[config.mk]
export PLATFORM = sky130hd
export DESIGN_NAME = interlaced_bitplane_blend_decoder
export DESIGN_NICKNAME = d
export VERILOG_FILES = /design/src/ibbd_pkg.sv /design/src/ibbd_pal.sv /design/src/ibbd_blend.sv /design/src/interlaced_bitplane_blend_decoder.sv
export SDC_FILE = /design/constraint.sdc
export NUM_CORES = 1
export LEC_CHECK = 0
export BUFFER_PORTS_ARGS = -buffer_cell sky130_fd_sc_hd__buf_2
export CAP_MARGIN = 20
export CORE_MARGIN = 5
export CORE_UTILIZATION = 57
export CTS_CLUSTER_DIAMETER = 120
export CTS_CLUSTER_SIZE = 16
export DETAILED_ROUTE_END_ITERATION = 16
export PLACE_DENSITY = 0.9
export SLEW_MARGIN = 25
export SYNTH_ARGS = -nofsm -noshare
export SYNTH_HDL_FRONTEND = slang
export SYNTH_SLANG_ARGS = --single-unit
[constraint.sdc]
create_clock -name clk -period 18.5 [get_ports clk]
set_input_delay 3.7 -clock clk [delete_from_list [all_inputs] [get_ports clk]]
set_output_delay 3.7 -clock clk [all_outputs]
set_load 0.01 [all_outputs]
[src/ibbd_pkg.sv]
// ----------------------------------------------------------------------------
// ibbd_pkg: shared types and constants
// Payload structs, register indexes and sizes for the bitplane blend decoder.
// ----------------------------------------------------------------------------
package ibbd_pkg;

	localparam int PIXELS_PER_WORD = 16;
	localparam int PIX_IDX_W       = $clog2(PIXELS_PER_WORD);
	localparam int PLANE_W         = 16;
	localparam int PLANES_MAX      = 4;
	localparam int WORDS_W         = PLANE_W * PLANES_MAX;
	localparam int COLOR_W         = 12;
	localparam int PAL_ENTRIES     = 16;
	localparam int PAL_PER_ROW     = 4;
	localparam int PAL_ROWS        = PAL_ENTRIES / PAL_PER_ROW;
	localparam int PAL_ROW_W       = COLOR_W * PAL_PER_ROW;
	localparam int PAL_ADDR_W      = $clog2(PAL_ROWS);
	localparam int PAL_SEL_W       = $clog2(PAL_PER_ROW);
	localparam int PLANE_CNT_W     = 3;
	localparam int CFG_IDX_W       = 3;
	localparam int CFG_DATA_W      = PAL_ROW_W;

	localparam logic [PLANE_CNT_W-1:0] PLANE_COUNT_RST = 3'd4;
	localparam logic [PLANE_CNT_W-1:0] PLANE_COUNT_MAX = 3'd4;

	// register indexes
	localparam logic [CFG_IDX_W-1:0] REG_PLANE_COUNT = 3'd0;
	localparam logic [CFG_IDX_W-1:0] REG_PAL_0       = 3'd1;
	localparam logic [CFG_IDX_W-1:0] REG_PAL_1       = 3'd2;
	localparam logic [CFG_IDX_W-1:0] REG_PAL_2       = 3'd3;
	localparam logic [CFG_IDX_W-1:0] REG_PAL_3       = 3'd4;

	typedef struct packed {
		logic [WORDS_W-1:0] first_screen_words;
		logic [WORDS_W-1:0] second_screen_words;
	} in_item_t;

	typedef struct packed {
		logic [7:0] red;
		logic [7:0] green;
		logic [7:0] blue;
		logic       last_pixel;
	} out_item_t;

	typedef struct packed {
		logic                  en;
		logic [PAL_ADDR_W-1:0] addr;
		logic [PAL_ROW_W-1:0]  data;
	} pal_wr_t;

	typedef struct packed {
		logic                  en;
		logic [PAL_ADDR_W-1:0] addr_a;
		logic [PAL_ADDR_W-1:0] addr_b;
	} pal_rd_t;

endpackage

[src/ibbd_pal.sv]
// ----------------------------------------------------------------------------
// ibbd_pal: palette memory
// Four rows of four color words, one write port, two registered read ports.
// Rows read as zero until first written.
// ----------------------------------------------------------------------------
module ibbd_pal (
	input  logic                               clk,
	input  logic                               arst_n,
	input  ibbd_pkg::pal_wr_t                  wr,
	input  ibbd_pkg::pal_rd_t                  rd,
	output logic [ibbd_pkg::PAL_ROW_W-1:0]     rdata_a,
	output logic [ibbd_pkg::PAL_ROW_W-1:0]     rdata_b
);

	logic [ibbd_pkg::PAL_ROW_W-1:0] mem [ibbd_pkg::PAL_ROWS];
	logic [ibbd_pkg::PAL_ROWS-1:0]  row_vld_q;
	logic [ibbd_pkg::PAL_ROW_W-1:0] raw_a_s2;
	logic [ibbd_pkg::PAL_ROW_W-1:0] raw_b_s2;
	logic                           vld_a_s2;
	logic                           vld_b_s2;

	always_ff @(posedge clk) begin
		if (wr.en) begin
			mem[wr.addr] <= wr.data;
		end
		if (rd.en) begin
			raw_a_s2 <= mem[rd.addr_a];
			raw_b_s2 <= mem[rd.addr_b];
		end
	end

	always_ff @(posedge clk or negedge arst_n) begin
		if (!arst_n) begin
			row_vld_q <= '0;
			vld_a_s2  <= 1'b0;
			vld_b_s2  <= 1'b0;
		end else begin
			if (wr.en) begin
				row_vld_q[wr.addr] <= 1'b1;
			end
			if (rd.en) begin
				vld_a_s2 <= row_vld_q[rd.addr_a];
				vld_b_s2 <= row_vld_q[rd.addr_b];
			end
		end
	end

	assign rdata_a = vld_a_s2 ? raw_a_s2 : '0;
	assign rdata_b = vld_b_s2 ? raw_b_s2 : '0;

endmodule

[src/ibbd_blend.sv]
// ----------------------------------------------------------------------------
// ibbd_blend: color expand and average
// Turns two STE color words into 8-bit channels and averages them.
// ----------------------------------------------------------------------------
module ibbd_blend (
	input  logic [ibbd_pkg::COLOR_W-1:0] color_a,
	input  logic [ibbd_pkg::COLOR_W-1:0] color_b,
	input  logic                         last_pixel,
	output ibbd_pkg::out_item_t          pixel
);

	// ste nibble: low three bits are the top of the level, bit 3 the lsb;
	// times 17 is the 4-bit value repeated
	function automatic logic [7:0] expand(input logic [3:0] nib);
		logic [3:0] v;
		v = {nib[2:0], nib[3]};
		return {v, v};
	endfunction

	function automatic logic [7:0] avg(input logic [3:0] na, input logic [3:0] nb);
		logic [8:0] sum;
		sum = {1'b0, expand(na)} + {1'b0, expand(nb)};
		return sum[8:1];
	endfunction

	always_comb begin
		pixel.red        = avg(color_a[11:8], color_b[11:8]);
		pixel.green      = avg(color_a[7:4], color_b[7:4]);
		pixel.blue       = avg(color_a[3:0], color_b[3:0]);
		pixel.last_pixel = last_pixel;
	end

endmodule

[src/interlaced_bitplane_blend_decoder.sv]
// ----------------------------------------------------------------------------
// interlaced_bitplane_blend_decoder: bitplane to rgb with two-screen blend
// Serializes one word group of each screen into sixteen averaged pixels.
// ----------------------------------------------------------------------------
// usage:
//   in channel (in_valid/in_stall/in_data) takes one word group per screen;
//   each transfer yields sixteen out transfers, leftmost pixel first, with
//   last_pixel set on the sixteenth.
//   cfg channel (cfg_valid/cfg_ready/cfg_index/cfg_data) writes plane count
//   and palette rows; cfg_ready is always high; write only while idle.
//   the pixel counter of the input register steps one pixel per cycle
//   while out is not stalled, so a new group is taken in the cycle its
//   predecessor's last pixel moves on, and groups stream without gaps.
//   a pixel passes the input register, the palette read register and
//   then the output register before it shows on out.
//   a stalled out channel freezes the whole pixel pipe; in_stall rises
//   while a group is still being serialized.
//   reset: no group held, plane count 4, all palette entries read as zero.
// ----------------------------------------------------------------------------
module interlaced_bitplane_blend_decoder (
	input  logic                                 clk,
	input  logic                                 arst_n,
	input  logic                                 in_valid,
	output logic                                 in_stall,
	input  ibbd_pkg::in_item_t                   in_data,
	output logic                                 out_valid,
	input  logic                                 out_stall,
	output ibbd_pkg::out_item_t                  out_data,
	input  logic                                 cfg_valid,
	output logic                                 cfg_ready,
	input  logic [ibbd_pkg::CFG_IDX_W-1:0]       cfg_index,
	input  logic [ibbd_pkg::CFG_DATA_W-1:0]      cfg_data
);

	localparam logic [ibbd_pkg::PIX_IDX_W-1:0] PIX_LAST =
		ibbd_pkg::PIX_IDX_W'(ibbd_pkg::PIXELS_PER_WORD - 1);

	logic [ibbd_pkg::PLANE_CNT_W-1:0] plane_count_q;
	logic [ibbd_pkg::PLANE_CNT_W-1:0] planes_eff;
	logic [ibbd_pkg::CFG_IDX_W-1:0]   pal_off;
	ibbd_pkg::pal_wr_t                pal_wr;
	ibbd_pkg::pal_rd_t                pal_rd;

	ibbd_pkg::in_item_t               in_s1;
	logic                             valid_s1;
	logic [ibbd_pkg::PIX_IDX_W-1:0]   cnt_s1;

	logic [ibbd_pkg::PLANES_MAX-1:0]  idx_a;
	logic [ibbd_pkg::PLANES_MAX-1:0]  idx_b;

	logic                             valid_s2;
	logic                             last_s2;
	logic [ibbd_pkg::PAL_SEL_W-1:0]   sel_a_s2;
	logic [ibbd_pkg::PAL_SEL_W-1:0]   sel_b_s2;
	logic [ibbd_pkg::PAL_ROW_W-1:0]   row_a;
	logic [ibbd_pkg::PAL_ROW_W-1:0]   row_b;
	ibbd_pkg::out_item_t              pixel;

	ibbd_pkg::out_item_t              out_data_q;
	logic                             out_valid_q;

	logic                             adv;
	logic                             in_xfer;
	logic                             group_done;

	// configuration
	assign cfg_ready = 1'b1;
	assign pal_off   = cfg_index - ibbd_pkg::REG_PAL_0;

	always_comb begin
		pal_wr.en   = cfg_valid && (cfg_index == ibbd_pkg::REG_PAL_0 ||
			cfg_index == ibbd_pkg::REG_PAL_1 || cfg_index == ibbd_pkg::REG_PAL_2 ||
			cfg_index == ibbd_pkg::REG_PAL_3);
		pal_wr.addr = pal_off[ibbd_pkg::PAL_ADDR_W-1:0];
		pal_wr.data = cfg_data;
	end

	always_ff @(posedge clk or negedge arst_n) begin
		if (!arst_n) begin
			plane_count_q <= ibbd_pkg::PLANE_COUNT_RST;
		end else if (cfg_valid && cfg_index == ibbd_pkg::REG_PLANE_COUNT) begin
			plane_count_q <= cfg_data[ibbd_pkg::PLANE_CNT_W-1:0];
		end
	end

	assign planes_eff = (plane_count_q > ibbd_pkg::PLANE_COUNT_MAX) ?
		ibbd_pkg::PLANE_COUNT_MAX : plane_count_q;

	// flow control: the whole pixel pipe moves when the output register frees
	assign adv        = !out_valid_q || !out_stall;
	assign group_done = valid_s1 && adv && (cnt_s1 == '0);
	assign in_stall   = valid_s1 && !group_done;
	assign in_xfer    = in_valid && !in_stall;

	// stage 1: held group and pixel counter
	always_ff @(posedge clk or negedge arst_n) begin
		if (!arst_n) begin
			valid_s1 <= 1'b0;
			cnt_s1   <= '0;
		end else if (in_xfer) begin
			valid_s1 <= 1'b1;
			cnt_s1   <= PIX_LAST;
		end else if (valid_s1 && adv) begin
			cnt_s1 <= cnt_s1 - 1'b1;
			if (cnt_s1 == '0) begin
				valid_s1 <= 1'b0;
			end
		end
	end

	always_ff @(posedge clk) begin
		if (in_xfer) begin
			in_s1 <= in_data;
		end
	end

	// gather color indexes, one bit per plane
	always_comb begin
		logic [ibbd_pkg::PLANE_W-1:0] word_a;
		logic [ibbd_pkg::PLANE_W-1:0] word_b;
		for (int k = 0; k < ibbd_pkg::PLANES_MAX; k++) begin
			word_a   = in_s1.first_screen_words[k*ibbd_pkg::PLANE_W +: ibbd_pkg::PLANE_W];
			word_b   = in_s1.second_screen_words[k*ibbd_pkg::PLANE_W +: ibbd_pkg::PLANE_W];
			idx_a[k] = (ibbd_pkg::PLANE_CNT_W'(k) < planes_eff) && word_a[cnt_s1];
			idx_b[k] = (ibbd_pkg::PLANE_CNT_W'(k) < planes_eff) && word_b[cnt_s1];
		end
	end

	always_comb begin
		pal_rd.en     = adv;
		pal_rd.addr_a = idx_a[ibbd_pkg::PLANES_MAX-1:ibbd_pkg::PAL_SEL_W];
		pal_rd.addr_b = idx_b[ibbd_pkg::PLANES_MAX-1:ibbd_pkg::PAL_SEL_W];
	end

	ibbd_pal u_pal (
		.clk     (clk),
		.arst_n  (arst_n),
		.wr      (pal_wr),
		.rd      (pal_rd),
		.rdata_a (row_a),
		.rdata_b (row_b)
	);

	// stage 2: palette rows read, entry select carried alongside
	always_ff @(posedge clk or negedge arst_n) begin
		if (!arst_n) begin
			valid_s2 <= 1'b0;
		end else if (adv) begin
			valid_s2 <= valid_s1;
		end
	end

	always_ff @(posedge clk) begin
		if (adv) begin
			sel_a_s2 <= idx_a[ibbd_pkg::PAL_SEL_W-1:0];
			sel_b_s2 <= idx_b[ibbd_pkg::PAL_SEL_W-1:0];
			last_s2  <= (cnt_s1 == '0);
		end
	end

	ibbd_blend u_blend (
		.color_a    (row_a[sel_a_s2*ibbd_pkg::COLOR_W +: ibbd_pkg::COLOR_W]),
		.color_b    (row_b[sel_b_s2*ibbd_pkg::COLOR_W +: ibbd_pkg::COLOR_W]),
		.last_pixel (last_s2),
		.pixel      (pixel)
	);

	// output register
	always_ff @(posedge clk or negedge arst_n) begin
		if (!arst_n) begin
			out_valid_q <= 1'b0;
		end else if (adv) begin
			out_valid_q <= valid_s2;
		end
	end

	always_ff @(posedge clk) begin
		if (adv) begin
			out_data_q <= pixel;
		end
	end

	assign out_valid = out_valid_q;
	assign out_data  = out_data_q;

`ifndef SYNTHESIS
	a_take_only_at_group_end: assert property (@(posedge clk) disable iff (!arst_n)
		(in_xfer && valid_s1) |-> (cnt_s1 == '0 && adv))
		else $error("new group taken before the held group was serialized");

	a_counter_steps: assert property (@(posedge clk) disable iff (!arst_n)
		(valid_s1 && adv && cnt_s1 != '0 && !in_xfer) |=>
		(valid_s1 && cnt_s1 == $past(cnt_s1) - 1'b1))
		else $error("pixel counter did not step by one");

	a_pipe_holds: assert property (@(posedge clk) disable iff (!arst_n)
		!adv |=> (valid_s2 == $past(valid_s2) && cnt_s1 == $past(cnt_s1)))
		else $error("pixel pipe moved while the output was stalled");

	a_last_with_valid: assert property (@(posedge clk) disable iff (!arst_n)
		(adv && valid_s2 && last_s2) |=> (out_valid_q && out_data_q.last_pixel))
		else $error("last pixel flag lost on its way to the output");
`endif

endmodule
==> results.toml <==
[placed_design]
port_buffers = 210
place_congestion = 0.775
postPlaceCellArea_sq_um = 21200
dpl.hpwl_mm = 26.6

[drt]
num_vias = 10400
antenna_left = 0
wl_per_cell_um = 23.4
dr.pass1.iters = 5
drt-vias-per-instance = 5.90
routed_wl_mm = 41.2
drcViolationCount = 0
drt_iter0_drc = 918

[die]
core_sq_um = 34400
num_rows = 68
dieArea_sq_um = 38500
initial_core_util = 0.575
ios = 212
fp.dieW_um = 196
die_h_um = 196

[cells_and_area]
area_growth_pct = 11.9
nets = 1485
drive_gt1_frac = 0.257
design_area_sq_um = 22100
fill_cells = 2281

[sta]
fin_crit_ns = 8.63
tightestPinTransition_ns = 1.05
clock-skew-final_ns = 0.0275
rsz0062_at_grt = "false"
hold_viol_final = 0
tns_ns = 0
fmax_ghz = 0.116
period_share = 0.467
finalSetupViolations = 0
relSlewSlack = 0.299
slew_viol_final = 0

[cts]
ctsResizeCount = 0
cts_buffers = 34
root_buffer = "clkbuf_16"
cts.htree.levels = 2
cts.sinks = 462
clk_pin_slew_ns = 0.08
cts_hold_buf = 0
clockBufferDepth = 3
cts_tree = "built"
post_cts_buffers = 0
clk_latency_ns = 0.53

[job]
maxCapViolations = 0

[power_and_ir_drop]
p_total_w = 0.00358
p_leak_nw = 7.92
clock_power_share = 0.188
p_int_w = 0.00242
peakVddDrop_v = 0.000119
seq_power_share = 0.422
p_switching_w = 0.00116
swShare = 0.324
power_density_nw_per_um2 = 162
pwr-share-comb = 0.389

[yosys]
synthFlopType = "edfxtp_1"
synth-seq-area-share = 0.698
async_flop_share = 0.0346
synthTopCellsByArea = "edfxtp_1 68%, mux2i_1 16%, mux4_2 5.5%, dfrtp_1 1.9%, ha_1 1.0%"
syn_nets = 1276
yosys.area.top_type_share = 0.677
ys_warn_count = 0
synth_cell_type_count = 46
synth_top_area_cell = "edfxtp_1"
ys_ff_latch = 462
synth_edf_count = 446
avgSynthCellArea_sq_um = 18.4
syn_area_sq_um = 19800
synthCells = 1075

[critical_path]
cp.arrival_ns = 4.93
cp-end-kind = "primary output"
startpoint_type = "input pin"
path_max_fanout = 49
crit_type = "in2out"
required_ns = 14.80

[global_routing]
grt_overflow = 0
track_usage = 0.213
grt_pass1_vias = 10900
grt_antenna_before_repair = 20
grt_max_degree = 88
grt_pass1_wl_mm = 62.7

[outcome]
status = "finished clean"

[hold_path]
min_path_type = "reg2reg"
-- stage by stage --
stage                util  instances  hold WS, ns  setup WS, ns
floorplan               -       1075        0.400          8.02
global placement    0.615       1703        0.404          9.91
detailed placement  0.615       1703        0.410          9.87
CTS                 0.643       1752        0.432          9.86
global route        0.644       1760        0.437          9.79
finish              0.644       1761        0.432          9.87
-- kinds of logic (layout without fill, tap and decap cells) --
family                   Yosys count  after routing  synth area share
AO/OA/AOI/OAI                     52             52            0.0175
flip-flops                       462            462             0.698
adder cells (fa/ha/maj)           17             17            0.0111
XOR/XNOR                          22             22           0.00975
multiplexers                     368            368             0.217
buffers and inverters             61            283            0.0213
AND/OR/NAND/NOR                   92             92            0.0252
other                              1             10          0.000190
-- layout by cell type, fill, tap and decap left out, types with 2 or more instances in the layout --
| cell type | synthesis | routed |
|---|---|---|
| a21o_1 | 4 | 4 |
| a21oi_1 | 15 | 15 |
| a22oi_1 | 8 | 8 |
| a311oi_1 | 2 | 2 |
| a31oi_1 | 3 | 3 |
| and2_1 | 26 | 26 |
| and3_2 | 0 | 2 |
| buf_2 | 16 | 210 |
| buf_4 | 12 | 13 |
| clkbuf_1 | 6 | 12 |
| clkbuf_16 | 0 | 35 |
| dfrtp_1 | 15 | 13 |
| dfrtp_2 | 0 | 2 |
| diode_2 | 0 | 9 |
| edfxtp_1 | 446 | 446 |
| ha_1 | 16 | 16 |
| inv_1 | 11 | 9 |
| inv_4 | 0 | 2 |
| mux2_2 | 7 | 7 |
| mux2i_1 | 313 | 313 |
| mux4_2 | 48 | 48 |
| nand2_1 | 21 | 21 |
| nand2_4 | 0 | 2 |
| nand2b_1 | 4 | 4 |
| nand3_1 | 10 | 10 |
| nand4_1 | 2 | 2 |
| nor2_1 | 7 | 6 |
| nor2b_1 | 10 | 10 |
| o211a_1 | 2 | 2 |
| o21a_1 | 3 | 3 |
| o21ai_0 | 7 | 7 |
| o21bai_1 | 2 | 2 |
| or2_2 | 4 | 4 |
| xnor2_1 | 12 | 12 |
| xor2_1 | 10 | 10 |
-- sequential cells by signal (all words and copies together), names as in the netlist, 3 cells and up --
| name | cells |
|---|---|
| out_data | 25 |
| in_s1 | 128 |
| u_pal.raw_b_s2 | 48 |
| plane_count_q | 3 |
| u_pal.mem | 192 |
| u_pal.row_vld_q | 4 |
| u_pal.raw_a_s2 | 48 |
| cnt_s1 | 4 |
-- worst max-delay path, cell delays in order --
cell and delay, ns:
buf_2 0.11, and2_1 0.20, inv_4 0.46, nand2_1 0.10
nand2_1 0.14, inv_1 0.07, buf_2 0.14
-- Yosys cell counts (3+ instances only) --
master and count:
a21o_1 4, a21oi_1 15, a22oi_1 8, a31oi_1 3, and2_1 26, buf_2 16
buf_4 12, buf_6 11, buf_8 4, clkbuf_1 6, dfrtp_1 15, edfxtp_1 446
ha_1 16, inv_1 11, mux2_2 7, mux2i_1 313, mux4_2 48, nand2_1 21
nand2b_1 4, nand3_1 10, nor2_1 7, nor2b_1 10, o21a_1 3, o21ai_0 7
or2_2 4, xnor2_1 12, xor2_1 10
-- worst paths after layout --
kind | from | endpoint | slack [ns] | cells past startpoint
setup reg to reg | cnt_s1[1] | u_pal.raw_b_s2[35] | 14.38 | 7
max in group asynchronous | arst_n | plane_count_q[2] | 15.11 | 1
min in group asynchronous | arst_n | valid_s1 | 3.08 | 1
setup / recovery | out_stall | in_stall | 9.87 | 7
hold / removal | last_s2 | out_data[0] | 0.43 | 0
hold reg to reg | last_s2 | out_data[0] | 0.43 | 0
-- layout make-up --
class | instances | area (sq um) | share of cell area
Sequential cell | 462 | 13800 | 0.624
Clock buffer | 48 | 935 | 0.0422
Clock inverter | 1 | 8.76 | 0.000396
Timing Repair Buffer | 223 | 1150 | 0.0519
Antenna cell | 9 | 22.5 | 0.00102
Inverter | 11 | 46.3 | 0.00209
Multi-Input combinational cell | 552 | 5600 | 0.253
Tap cell | 455 | 569 | 0.0257
-- per-layer routing --
metal,vias up,part of all wire,routed length (um),GRT usage
met5,-,0.0027,112,0
met3,78,0.084,3470,0.0503
met2,450,0.52,21400,0.371
li1,4665,-,-,-
met1,5185,0.37,15100,0.267
met4,18,0.025,1030,0.0649
-- power groups by stage --
stage	combinational [W]	clock, W	sequential, W
4_1_cts	0.00140	0.000685	0.00151
5_1_grt	0.00151	0.000730	0.00153
6_report	0.00139	0.000674	0.00151
3_3_place_gp	0.00134	0	0.00152
3_5_place_dp	0.00139	0	0.00153
2_1_floorplan	0.00114	0	0.00148
(Power assumes the default switching activity.)
